File: src/design/rtp_pkg.sv
package rtp_pkg;

  localparam int unsigned ValueW  = 64;
  localparam int unsigned ByteW   = 8;
  localparam int unsigned StatusW = 3;
  localparam int unsigned RadixW  = 5;
  localparam int unsigned DigitW  = 5;
  localparam int unsigned CfgIdxW = 4;
  localparam int unsigned CfgDatW = 8;

  // Register indexes of the configuration port.
  localparam logic [CfgIdxW-1:0] CfgRadix  = 4'd0;
  localparam logic [CfgIdxW-1:0] CfgSigned = 4'd1;

  localparam logic [RadixW-1:0] RadixReset = 5'd10;
  localparam logic [RadixW-1:0] RadixDec   = 5'd10;
  localparam logic [RadixW-1:0] RadixMin   = 5'd2;
  localparam logic [RadixW-1:0] RadixMax   = 5'd16;

  localparam logic [ValueW-1:0] PosLimit = 64'h7FFF_FFFF_FFFF_FFFF;
  localparam logic [ValueW-1:0] NegLimit = 64'h8000_0000_0000_0000;
  localparam logic [ValueW-1:0] UnsLimit = 64'hFFFF_FFFF_FFFF_FFFF;

  localparam logic [DigitW-1:0] NoDigit = 5'd31;

  localparam logic [ByteW-1:0] ChMinus = 8'h2D;
  localparam logic [ByteW-1:0] ChSpace = 8'h20;
  localparam logic [ByteW-1:0] ChLf    = 8'h0A;
  localparam logic [ByteW-1:0] ChCr    = 8'h0D;
  localparam logic [ByteW-1:0] ChTab   = 8'h09;
  localparam logic [ByteW-1:0] ChZero  = 8'h30;
  localparam logic [ByteW-1:0] ChNine  = 8'h39;
  localparam logic [ByteW-1:0] ChUpA   = 8'h41;
  localparam logic [ByteW-1:0] ChUpF   = 8'h46;
  localparam logic [ByteW-1:0] ChLoA   = 8'h61;
  localparam logic [ByteW-1:0] ChLoF   = 8'h66;

  typedef enum logic [StatusW-1:0] {
    StOk       = 3'd0,
    StRadix    = 3'd1,
    StNoLead   = 3'd2,
    StOverflow = 3'd3,
    StEarly    = 3'd4
  } status_e;

  typedef struct packed {
    logic [ByteW-1:0] text_byte;
    logic             source_end;
  } in_item_t;

  typedef struct packed {
    logic [ValueW-1:0]  number_value;
    logic [StatusW-1:0] parse_status;
    logic [ByteW-1:0]   stop_byte;
    logic               stop_byte_valid;
  } out_item_t;

  typedef struct packed {
    logic [RadixW-1:0] number_radix;
    logic              signed_mode;
  } cfg_t;

  // Handshake between the input register and the parser core.
  typedef struct packed {
    logic valid;
  } stage_ctl_t;

  function automatic logic [DigitW-1:0] digit_of(input logic [ByteW-1:0] c);
    logic [DigitW-1:0] d;
    d = NoDigit;
    if (c >= ChZero && c <= ChNine) begin
      d = DigitW'(c - ChZero);
    end else if (c >= ChUpA && c <= ChUpF) begin
      d = DigitW'(c - ChUpA + 8'd10);
    end else if (c >= ChLoA && c <= ChLoF) begin
      d = DigitW'(c - ChLoA + 8'd10);
    end
    return d;
  endfunction

endpackage

File: src/design/radix_integer_text_parser_top.sv
// Streaming text-to-integer parser. Bytes enter on the input channel, one
// request per cycle while not stalled; each number is delivered as one
// result carrying the value, a status code, and the byte that ended it. An
// accepted byte sits in an input register, then the parser core does the
// whole step (digit decode, one multiply-add by the radix, the overflow
// compare) combinationally and loads the result register, so the block
// sustains one byte per cycle while the output is not stalled.
// The only stall comes from the output side: a byte that produces a result
// waits while the result register is full and stalled. Configuration
// writes (index 0 radix, index 1 signed mode) are always ready and should
// be made only while no bytes are in flight.
module radix_integer_text_parser_top (
  input  logic                                clk_i,
  input  logic                                rst_ni,
  input  logic                                in_valid_i,
  output logic                                in_stall_o,
  input  rtp_pkg::in_item_t                   in_data_i,
  output logic                                out_valid_o,
  input  logic                                out_stall_i,
  output rtp_pkg::out_item_t                  out_data_o,
  input  logic                                cfg_valid_i,
  output logic                                cfg_ready_o,
  input  logic [rtp_pkg::CfgIdxW-1:0]         cfg_index_i,
  input  logic [rtp_pkg::CfgDatW-1:0]         cfg_data_i
);

  rtp_pkg::cfg_t       cfg_q;
  rtp_pkg::stage_ctl_t ctl;
  rtp_pkg::in_item_t   item;
  rtp_pkg::out_item_t  res;
  rtp_pkg::out_item_t  out_q;
  logic                out_valid_q;
  logic                advance;
  logic                res_valid;
  logic                out_free;

  assign cfg_ready_o = 1'b1;

  always_ff @(posedge clk_i or negedge rst_ni) begin
    if (!rst_ni) begin
      cfg_q.number_radix <= rtp_pkg::RadixReset;
      cfg_q.signed_mode  <= 1'b0;
    end else if (cfg_valid_i) begin
      if (cfg_index_i == rtp_pkg::CfgRadix) begin
        cfg_q.number_radix <= cfg_data_i[rtp_pkg::RadixW-1:0];
      end else if (cfg_index_i == rtp_pkg::CfgSigned) begin
        cfg_q.signed_mode <= cfg_data_i[0];
      end
    end
  end

  rtp_in_stage u_in_stage (
    .clk_i      (clk_i),
    .rst_ni     (rst_ni),
    .in_valid_i (in_valid_i),
    .in_stall_o (in_stall_o),
    .in_data_i  (in_data_i),
    .ctl_o      (ctl),
    .advance_i  (advance),
    .item_o     (item)
  );

  rtp_core u_core (
    .clk_i       (clk_i),
    .rst_ni      (rst_ni),
    .ctl_i       (ctl),
    .item_i      (item),
    .cfg_i       (cfg_q),
    .out_free_i  (out_free),
    .advance_o   (advance),
    .res_valid_o (res_valid),
    .res_o       (res)
  );

  assign out_free = !out_valid_q || !out_stall_i;

  always_ff @(posedge clk_i or negedge rst_ni) begin
    if (!rst_ni) begin
      out_valid_q <= 1'b0;
    end else if (advance && res_valid) begin
      out_valid_q <= 1'b1;
    end else if (!out_stall_i) begin
      out_valid_q <= 1'b0;
    end
  end

  always_ff @(posedge clk_i) begin
    if (advance && res_valid) begin
      out_q <= res;
    end
  end

  assign out_valid_o = out_valid_q;
  assign out_data_o  = out_q;

endmodule

File: src/design/rtp_in_stage.sv
module rtp_in_stage (
  input  logic                clk_i,
  input  logic                rst_ni,
  input  logic                in_valid_i,
  output logic                in_stall_o,
  input  rtp_pkg::in_item_t   in_data_i,
  output rtp_pkg::stage_ctl_t ctl_o,
  input  logic                advance_i,
  output rtp_pkg::in_item_t   item_o
);

  logic              valid_q;
  rtp_pkg::in_item_t data_q;
  logic              accept;

  assign in_stall_o = valid_q && !advance_i;
  assign accept     = in_valid_i && !in_stall_o;

  always_ff @(posedge clk_i or negedge rst_ni) begin
    if (!rst_ni) begin
      valid_q <= 1'b0;
    end else if (accept) begin
      valid_q <= 1'b1;
    end else if (advance_i) begin
      valid_q <= 1'b0;
    end
  end

  always_ff @(posedge clk_i) begin
    if (accept) begin
      data_q <= in_data_i;
    end
  end

  assign ctl_o.valid = valid_q;
  assign item_o      = data_q;

endmodule

File: src/design/rtp_core.sv
module rtp_core (
  input  logic                clk_i,
  input  logic                rst_ni,
  input  rtp_pkg::stage_ctl_t ctl_i,
  input  rtp_pkg::in_item_t   item_i,
  input  rtp_pkg::cfg_t       cfg_i,
  input  logic                out_free_i,
  output logic                advance_o,
  output logic                res_valid_o,
  output rtp_pkg::out_item_t  res_o
);

  localparam logic [1:0] PhSkip   = 2'd0;
  localparam logic [1:0] PhSign   = 2'd1;
  localparam logic [1:0] PhDigits = 2'd2;

  localparam int unsigned ProdW = rtp_pkg::ValueW + rtp_pkg::RadixW;

  logic [1:0]                  phase_q, phase_d;
  logic [rtp_pkg::ValueW-1:0]  acc_q, acc_d;
  logic                        minus_q, minus_d;
  logic                        err_q, err_d;

  logic [rtp_pkg::ByteW-1:0]   b;
  logic                        src_end;
  logic                        sgn;
  logic [rtp_pkg::RadixW-1:0]  base;
  logic                        base_ok;
  logic                        ws;
  logic [rtp_pkg::DigitW-1:0]  d;
  logic                        is_digit;
  logic                        is_minus;
  logic [rtp_pkg::ValueW-1:0]  limit;
  logic [ProdW-1:0]            prod;
  logic [ProdW:0]              sum;
  logic                        ovf;
  logic [rtp_pkg::ValueW-1:0]  acc_new;
  logic                        neg;

  assign b        = item_i.text_byte;
  assign src_end  = item_i.source_end;
  assign sgn      = cfg_i.signed_mode;
  assign base     = sgn ? rtp_pkg::RadixDec : cfg_i.number_radix;
  assign base_ok  = sgn || (cfg_i.number_radix >= rtp_pkg::RadixMin &&
                            cfg_i.number_radix <= rtp_pkg::RadixMax);
  assign ws       = b == rtp_pkg::ChSpace || b == rtp_pkg::ChLf ||
                    b == rtp_pkg::ChCr || b == rtp_pkg::ChTab;
  assign d        = rtp_pkg::digit_of(b);
  assign is_digit = base_ok && (d < base);
  assign is_minus = sgn && (b == rtp_pkg::ChMinus);

  // Digit acceptance: acc * base + d must stay within the limit.
  assign limit = !sgn ? rtp_pkg::UnsLimit :
                 (minus_q ? rtp_pkg::NegLimit : rtp_pkg::PosLimit);
  assign prod  = {{rtp_pkg::RadixW{1'b0}}, acc_q} *
                 {{rtp_pkg::ValueW{1'b0}}, base};
  assign sum   = {1'b0, prod} + (ProdW + 1)'(d);
  assign ovf   = sum > (ProdW + 1)'(limit);
  assign neg   = sgn && minus_q;

  always_comb begin
    logic digit_taken;
    digit_taken = 1'b0;
    phase_d     = phase_q;
    acc_d       = acc_q;
    minus_d     = minus_q;
    err_d       = err_q;
    res_valid_o = 1'b0;
    acc_new     = acc_q;
    res_o       = '0;
    res_o.parse_status = rtp_pkg::StOk;

    if (err_q) begin
      if (src_end) begin
        phase_d = PhSkip;
        acc_d   = '0;
        minus_d = 1'b0;
        err_d   = 1'b0;
      end
    end else begin
      unique case (phase_q)
        PhSkip: begin
          if (ws) begin
            if (src_end) begin
              res_valid_o        = 1'b1;
              res_o.parse_status = base_ok ? rtp_pkg::StEarly : rtp_pkg::StRadix;
            end
          end else if (!base_ok) begin
            res_valid_o           = 1'b1;
            res_o.parse_status    = rtp_pkg::StRadix;
            res_o.stop_byte       = b;
            res_o.stop_byte_valid = 1'b1;
          end else if (is_minus) begin
            minus_d = 1'b1;
            phase_d = PhSign;
            if (src_end) begin
              res_valid_o        = 1'b1;
              res_o.parse_status = rtp_pkg::StEarly;
            end
          end else if (!is_digit) begin
            res_valid_o           = 1'b1;
            res_o.parse_status    = rtp_pkg::StNoLead;
            res_o.stop_byte       = b;
            res_o.stop_byte_valid = 1'b1;
          end else begin
            acc_new     = rtp_pkg::ValueW'(d);
            digit_taken = 1'b1;
          end
        end
        PhSign: begin
          if (!base_ok || !is_digit) begin
            res_valid_o           = 1'b1;
            res_o.parse_status    = !base_ok ? rtp_pkg::StRadix : rtp_pkg::StNoLead;
            res_o.stop_byte       = b;
            res_o.stop_byte_valid = 1'b1;
          end else begin
            acc_new     = rtp_pkg::ValueW'(d);
            digit_taken = 1'b1;
          end
        end
        default: begin
          if (!base_ok) begin
            res_valid_o           = 1'b1;
            res_o.parse_status    = rtp_pkg::StRadix;
            res_o.stop_byte       = b;
            res_o.stop_byte_valid = 1'b1;
          end else if (is_digit) begin
            if (ovf) begin
              res_valid_o        = 1'b1;
              res_o.parse_status = rtp_pkg::StOverflow;
            end else begin
              acc_new     = sum[rtp_pkg::ValueW-1:0];
              digit_taken = 1'b1;
            end
          end else begin
            // Delimiter: deliver the number; a minus may open the next one.
            res_valid_o           = 1'b1;
            res_o.number_value    = neg ? (rtp_pkg::ValueW'(0) - acc_q) : acc_q;
            res_o.stop_byte       = b;
            res_o.stop_byte_valid = 1'b1;
            phase_d = PhSkip;
            acc_d   = '0;
            minus_d = 1'b0;
            if (!src_end && is_minus) begin
              minus_d = 1'b1;
              phase_d = PhSign;
            end
          end
        end
      endcase

      if (res_valid_o && res_o.parse_status != rtp_pkg::StOk) begin
        // Any error clears the number and holds off until the source ends.
        phase_d = PhSkip;
        acc_d   = '0;
        minus_d = 1'b0;
        err_d   = !src_end;
      end else if (digit_taken) begin
        if (src_end) begin
          res_valid_o        = 1'b1;
          res_o.number_value = neg ? (rtp_pkg::ValueW'(0) - acc_new) : acc_new;
          phase_d = PhSkip;
          acc_d   = '0;
          minus_d = 1'b0;
        end else begin
          acc_d   = acc_new;
          phase_d = PhDigits;
        end
      end
    end
  end

  assign advance_o = ctl_i.valid && (!res_valid_o || out_free_i);

  always_ff @(posedge clk_i or negedge rst_ni) begin
    if (!rst_ni) begin
      phase_q <= PhSkip;
      acc_q   <= '0;
      minus_q <= 1'b0;
      err_q   <= 1'b0;
    end else if (advance_o) begin
      phase_q <= phase_d;
      acc_q   <= acc_d;
      minus_q <= minus_d;
      err_q   <= err_d;
    end
  end

endmodule
File: config.mk
export PLATFORM = sky130hd
export DESIGN_NAME = radix_integer_text_parser_top
export DESIGN_NICKNAME = d
export VERILOG_FILES = /design/src/design/rtp_pkg.sv /design/src/design/radix_integer_text_parser_top.sv /design/src/design/rtp_in_stage.sv /design/src/design/rtp_core.sv
export SDC_FILE = /design/constraint.sdc
export NUM_CORES = 1
export LEC_CHECK = 0
export BUFFER_PORTS_ARGS = -buffer_cell sky130_fd_sc_hd__buf_2
export CAP_MARGIN = 20
export CELL_PAD_IN_SITES_DETAIL_PLACEMENT = 1
export CELL_PAD_IN_SITES_GLOBAL_PLACEMENT = 2
export CORE_MARGIN = 4
export CORE_UTILIZATION = 43
export CTS_BUF_LIST = sky130_fd_sc_hd__clkbuf_8
export DETAILED_ROUTE_END_ITERATION = 7
export GPL_ROUTABILITY_DRIVEN = 0
export PLACE_DENSITY_LB_ADDON = 0.1
export SETUP_SLACK_MARGIN = 0.02
export SYNTH_ARGS = -nofsm -noshare
export SYNTH_HDL_FRONTEND = slang
export SYNTH_SLANG_ARGS = --single-unit
export TNS_END_PERCENT = 20
File: constraint.sdc
create_clock -name clk_i -period 18.9 [get_ports clk_i]
set_input_delay 3.78 -clock clk_i [delete_from_list [all_inputs] [get_ports clk_i]]
set_output_delay 3.78 -clock clk_i [all_outputs]
set_load 0.05 [all_outputs]
Word-level counts from Yosys, hierarchy flattened:

Cells that the tools add are included.

* word-level logic and storage cells: 193
* flip-flop bits (word level): 161
* output and inout port bits: 79

* multiply operators: 1
* muxes and demuxes: 105
* $lt $le $gt $ge: 10
* eq/ne operators: 15
* $add $sub $neg: 8
* reductions and logical operators: 39
* bitwise gates (word level): 1

Operators with widths (count)
* 2-to-1 mux 64 bit: 27
* one-hot mux 64 bit (2 select lines): 1
* subtractor 1 x 64 -> 64 bit, first input constant: 2
* adder 69 x 5 -> 70 bit: 1
* greater-than comparator 70 x 64 -> 1 bit: 1
* multiplier 64 x 5 -> 69 bit: 1
* 2-to-1 mux 1 bit: 42
* 2-to-1 mux 11 bit: 3
* 2-to-1 mux 9 bit: 3
* 2-to-1 mux 2 bit: 13
* == test 8 x 4 -> 1 bit, second input constant: 3
* 2-to-1 mux 12 bit: 2
* one-hot mux 12 bit (2 select lines): 1
* 2-to-1 mux 5 bit: 4
* == test 8 x 6 -> 1 bit, second input constant: 2
* greater-or-equal comparator 8 x 7 -> 1 bit, second input constant: 2
* <= comparator 8 x 7 -> 1 bit, second input constant: 2
* 2-to-1 mux 3 bit: 5
* logical AND 1 bit: 13
* adder 5 x 4 -> 5 bit, second input constant: 2
* inequality test 5 x 4 -> 1 bit, second input constant: 2
* subtractor 5 x 1 -> 5 bit, second input constant: 2
* greater-or-equal comparator 8 x 6 -> 1 bit, second input constant: 1
* <= comparator 8 x 6 -> 1 bit, second input constant: 1
* 26 further kinds: 43

Longest topological paths before layout:

* depth after elaboration: 25
* gate-level depth with buffers: 45

By module:

Synthesis repeated with hierarchy kept, for this count alone.

* cell total of the unflattened synthesis: 3103
* area total of the unflattened synthesis: 25171.6 um2

Modules (own cells, without submodules)
* rtp_core: cells an instance 2991, area each 22245.1 um2, times used 1
* radix_integer_text_parser_top: cells an instance 98, area each 2598.7 um2, times used 1
* rtp_in_stage: cells an instance 14, area each 327.8 um2, times used 1

Worst setup path before layout:

No wires, ideal clock.

* kind: register -> output
* start point: register cfg_q[0] (netlist name)
* end point: output port in_stall_o
* stages on the path, launching flop included: 33
* arrival time: 7.721 ns
* required time: 15.120 ns
* slack: 7.399 ns
* cell sequence: dfrtp_1 clkbuf_1 nor2b_1 clkbuf_1 clkbuf_1 nand2_1 fa_1 inv_1 fa_1 fa_1 ha_1 clkbuf_1 nand4_1 or4b_1 o22a_1 nand2_1 a21oi_1 o31ai_2 a21boi_0 xnor2_1 ha_1 nand4_1 nor4_1 nand4_1 o31a_1 o21ai_0 o2111ai_1 a41oi_1 nand2_1 o31ai_1 nand2_1 nand3b_1 nor2_1

* word-level cells in the longest chain between the ends: 18
* elaborated cells between the ends (all ways): 56
* those cells by class: 1 x add/sub; 1 x mul; 2 x order compare; 39 x mux; 13 x reduce/logical

RTL lines
* from (decl): line radix_integer_text_parser_top.sv:27 `rtp_pkg::cfg_t cfg_q;`
* 2-to-1 mux 5 bit: line rtp_core.sv:43 `assign base = sgn ? rtp_pkg::RadixDec : cfg_i.number_radix;`
* multiplier 64 x 5 -> 69 bit / less-than comparator 5 bit (equally long branches): line rtp_core.sv:55, rtp_core.sv:49
* adder 69 x 5 -> 70 bit / logical AND 1 bit (equally long branches): line rtp_core.sv:57, rtp_core.sv:49
* greater-than comparator 70 x 64 -> 1 bit (tied with other cells): line rtp_core.sv:58 `assign ovf = sum > (ProdW + 1)'(limit);`
* 2-to-1 mux 1 bit (tied with other cells): line rtp_core.sv:128 `if (ovf) begin`
* 2-to-1 mux 1 bit (tied with other cells): line rtp_core.sv:127 `end else if (is_digit) begin`
* 2-to-1 mux 1 bit (tied with other cells): line rtp_core.sv:122 `if (!base_ok) begin`
* one-hot mux 1 bit (2 select lines) / one-hot mux 12 bit (2 select lines) (equally long branches): line rtp_core.sv:81 `unique case (phase_q)`
* [... 2 more ...]
* 2-to-1 mux 1 bit / logical AND 1 bit (equally long branches): line rtp_core.sv:158, rtp_core.sv:152
* 2-to-1 mux 1 bit (*): line rtp_core.sv:152 `if (res_valid_o && res_o.parse_status != rtp_pkg::StOk) begin`
* 2-to-1 mux 1 bit (*): line rtp_core.sv:73 `if (err_q) begin`
* logical NOT 1 bit (*): line rtp_core.sv:173 `assign advance_o = ctl_i.valid && (!res_valid_o || out_free_i);`
* logical OR 1 bit (*): line rtp_core.sv:173
* logical AND 1 bit (*): line rtp_core.sv:173
* logical NOT 1 bit (*): line rtp_in_stage.sv:16 `assign in_stall_o = valid_q && !advance_i;`
* logical AND 1 bit (*): line rtp_in_stage.sv:16
* to (decl): line radix_integer_text_parser_top.sv:16 `output logic in_stall_o,`

Mark *: on every way between the ends. The rest lies on a longest branch, timed or not. The select of a mux whose other input is x is not followed.

Worst setup path after layout:

Same ends and word-level chain as after synthesis.

==> reports/metrics.cfg <==
[grt]
grt_antenna_before_repair = 2
grt_pass1_vias = 23200
grt_overflow_total = 0
grtUsageTotal = 0.288
grt_pass1_wl_um = 134000
grt_max_degree = 67

[clock_tree]
cts_resized = 0
cts-root-buf = clkbuf_8
clkTransAtPathRegs_ns = 0.09
postCtsSetupBuffers = 0
cts_tree = done
clkSinkCount = 161
cts_hold_buf = 0
cts.path.max_buffers = 2
clk_latency_ns = 0.53
cts_buffers = 17
cts_max_level = 4

[route]
antenna_left = 0
drc_errors = 0
wl_per_cell_um = 24.3
first_iter_violations = 1466
first_pass_iters = 5
totalWireLength_um = 85400
vias_per_cell = 6.21
vias = 21800

[worst_setup_path]
slowest_stage = nor4_1
crit_type = flop to primary output
cp_common_cell = nand2_1
reg2reg_depth = 35
slowest_delay_ns = 1.04
cp_data_arrival_time_ns = 11.18
worstReg2RegEnd = out_data_o[61]
crit_fanout = 64
timing.rr.start = cfg_q[0]
rrSetupSlack_ns = 5.66
worst_setup_path_end_kind = primary output
cp.required_ns = 15.12
start_kind = flop

[synthesis]
yosysWarnings = 0
avgSynthCellArea_um2 = 8.21
synth_nets = 3296
synth_cell_types = 91
ys.flop_type = edfxtp_1
ys_seq_elements = 161
syn_area_um2 = 23500
yosysSeqAreaShare = 0.190
synth-edff-count = 85
postSynthCellCount = 2866
async_flop_share = 0.472

[placed_design]
portBuffers = 100
dp_hpwl_um = 65800

[floorplanning]
die_y_um = 242
row_count = 85
core_um2 = 54000
ios = 105
die_area_um2 = 58500
die_x_um = 242
start_util = 0.435

[sta]
slew_viol_final = 0
fin_setup_tns_ns = 0
tightest_slew_ns = 1.21
finalHoldViolations = 0
setup_viol = 0
final.setup_skew_ns = 0.0349
rsz0062_at_grt = false
fmax_mhz = 66.8
slew_headroom = 0.184
fin_crit_ns = 14.96
period_share = 0.792

[run_status]
status = complete, no violations

[pwr]
power_mw = 1.31
powerDensity_nw_per_um2 = 52.8
p_leak_nw = 11.4
ir_drop_v = 0.0000640

[min_path]
hp-class = flop to flop
holdPathStages = 1
min_from = cfg_q[1]
min_to = cfg_q[1]

[finish]
drive_above_1_share = 0.0788
fin_nets = 3234
area_delta_synth_final_pct = 5.59

[job]
drv_cap = 0

[sequential cells by signal (all words and copies together), names as in the netlist]
signal	flops
u_core.err_q	1
out_data_o	76
u_core.acc_q	64
cfg_q	6
u_in_stage.ctl_o	1
u_core.minus_q	1
out_valid_o	1
u_core.phase_q	2
u_in_stage.item_o	9
[cell type report]
class	count	area, um^2
fillers	6531	29200
clock inverters	14	190
well taps	696	871
clock buffers	18	248
repair buffers	130	741
inverters	179	673
diodes	1	2.50
flip-flops and latches	161	4460
multi-input cells	2315	17700
[kinds of logic after synthesis]
kind of cell | Yosys count | share of synthesized area
other | 1 | 0.000159
multiplexers | 17 | 0.00782
adder cells (fa/ha/maj) | 404 | 0.276
AND/OR/NAND/NOR | 1028 | 0.210
buffers and inverters | 390 | 0.0641
flip-flops | 161 | 0.190
XOR/XNOR | 176 | 0.0655
AO/OA/AOI/OAI | 689 | 0.187
[cells in the final DEF (no fill, tap or decap), types with 74 or more instances in the layout]
cell type	netlist	final
nand2_1	426	424
ha_1	213	213
fa_1	191	191
inv_1	179	178
o21ai_0	169	169
a21oi_1	162	161
nor2_1	163	160
buf_2	19	99
xor2_1	96	96
and2_1	89	89
edfxtp_1	85	85
xnor2_1	80	80
dfrtp_1	74	74
[worst max path at each step]
stage          slack, ns  cells past startpoint         end     start
2_1_floorplan       7.40                     32  in_stall_o  cfg_q[0]
3_3_place_gp        4.76                     30  in_stall_o  cfg_q[0]
3_5_place_dp        4.59                     30  in_stall_o  cfg_q[0]
4_1_cts             3.97                     30  in_stall_o  cfg_q[0]
5_1_grt             3.29                     30  in_stall_o  cfg_q[0]
6_report            3.94                     30  in_stall_o  cfg_q[0]
[metrics by stage]
step / instances / worst slack, ns / hold WS, ns / area [um^2] / utilization
2_1_floorplan: 2866 / 7.40 / 0.459 / 23500 / -
3_3_place_gp: 3479 / 4.76 / 0.514 / 24400 / 0.451
3_5_place_dp: 3480 / 4.59 / 0.538 / 24400 / 0.451
4_1_cts: 3512 / 3.97 / 0.559 / 24800 / 0.459
5_1_grt: 3514 / 3.29 / 0.584 / 24800 / 0.460
6_report: 3514 / 3.94 / 0.568 / 24800 / 0.460
[cell usage after synthesis (10+ instances only)]
library cell / count / area (um^2)
nand4_1: 51 / 319
mux2_2: 11 / 124
nand2_1: 426 / 1600
dfrtp_1: 74 / 1850
a21oi_1: 162 / 811
or2_2: 10 / 62.6
a41oi_1: 24 / 210
clkbuf_1: 170 / 638
ha_1: 213 / 2670
o21ai_1: 12 / 60.1
a22oi_1: 50 / 375
and2_1: 89 / 557
buf_2: 19 / 95.1
inv_1: 179 / 672
buf_1: 17 / 63.8
edfxtp_1: 85 / 2550
o22ai_1: 51 / 319
fa_1: 191 / 3820
xor2_1: 96 / 841
o21a_1: 16 / 120
nor2_1: 163 / 612
xnor2_1: 80 / 701
a211oi_1: 20 / 150
nor4_1: 34 / 213
or3_1: 18 / 113
o31ai_1: 17 / 128
nand2b_1: 14 / 87.6
o211ai_1: 14 / 105
or4_1: 10 / 75.1
a31oi_1: 41 / 257
nand3_1: 46 / 230
nor3_1: 48 / 240
and3_1: 10 / 62.6
a21o_1: 12 / 90.1
o21ai_0: 169 / 846
nor2b_1: 74 / 463
[power by group]
| part | switching [mW] | total [mW] | internal [mW] |
|---|---|---|---|
| clock | 0.159 | 0.298 | 0.139 |
| sequential | 0.0351 | 0.464 | 0.429 |
| combinational | 0.448 | 0.548 | 0.101 |
[routing by layer]
metal  track usage  share of wire
met2         0.486           0.48
met3        0.0292          0.049
met5             0              0
met1         0.394           0.45
met4        0.0835          0.027
[critical path, delay by kind of cell, from the launching register on]
kind / cells / cell delay [ns]
simple gates: 12 / 3.69
xor+xnor: 1 / 0.37
fa+ha+maj: 5 / 2.24
buf+inv: 3 / 0.83
flops: 1 / 0.84
compound gates: 9 / 2.56
(Power assumes the default switching activity.)
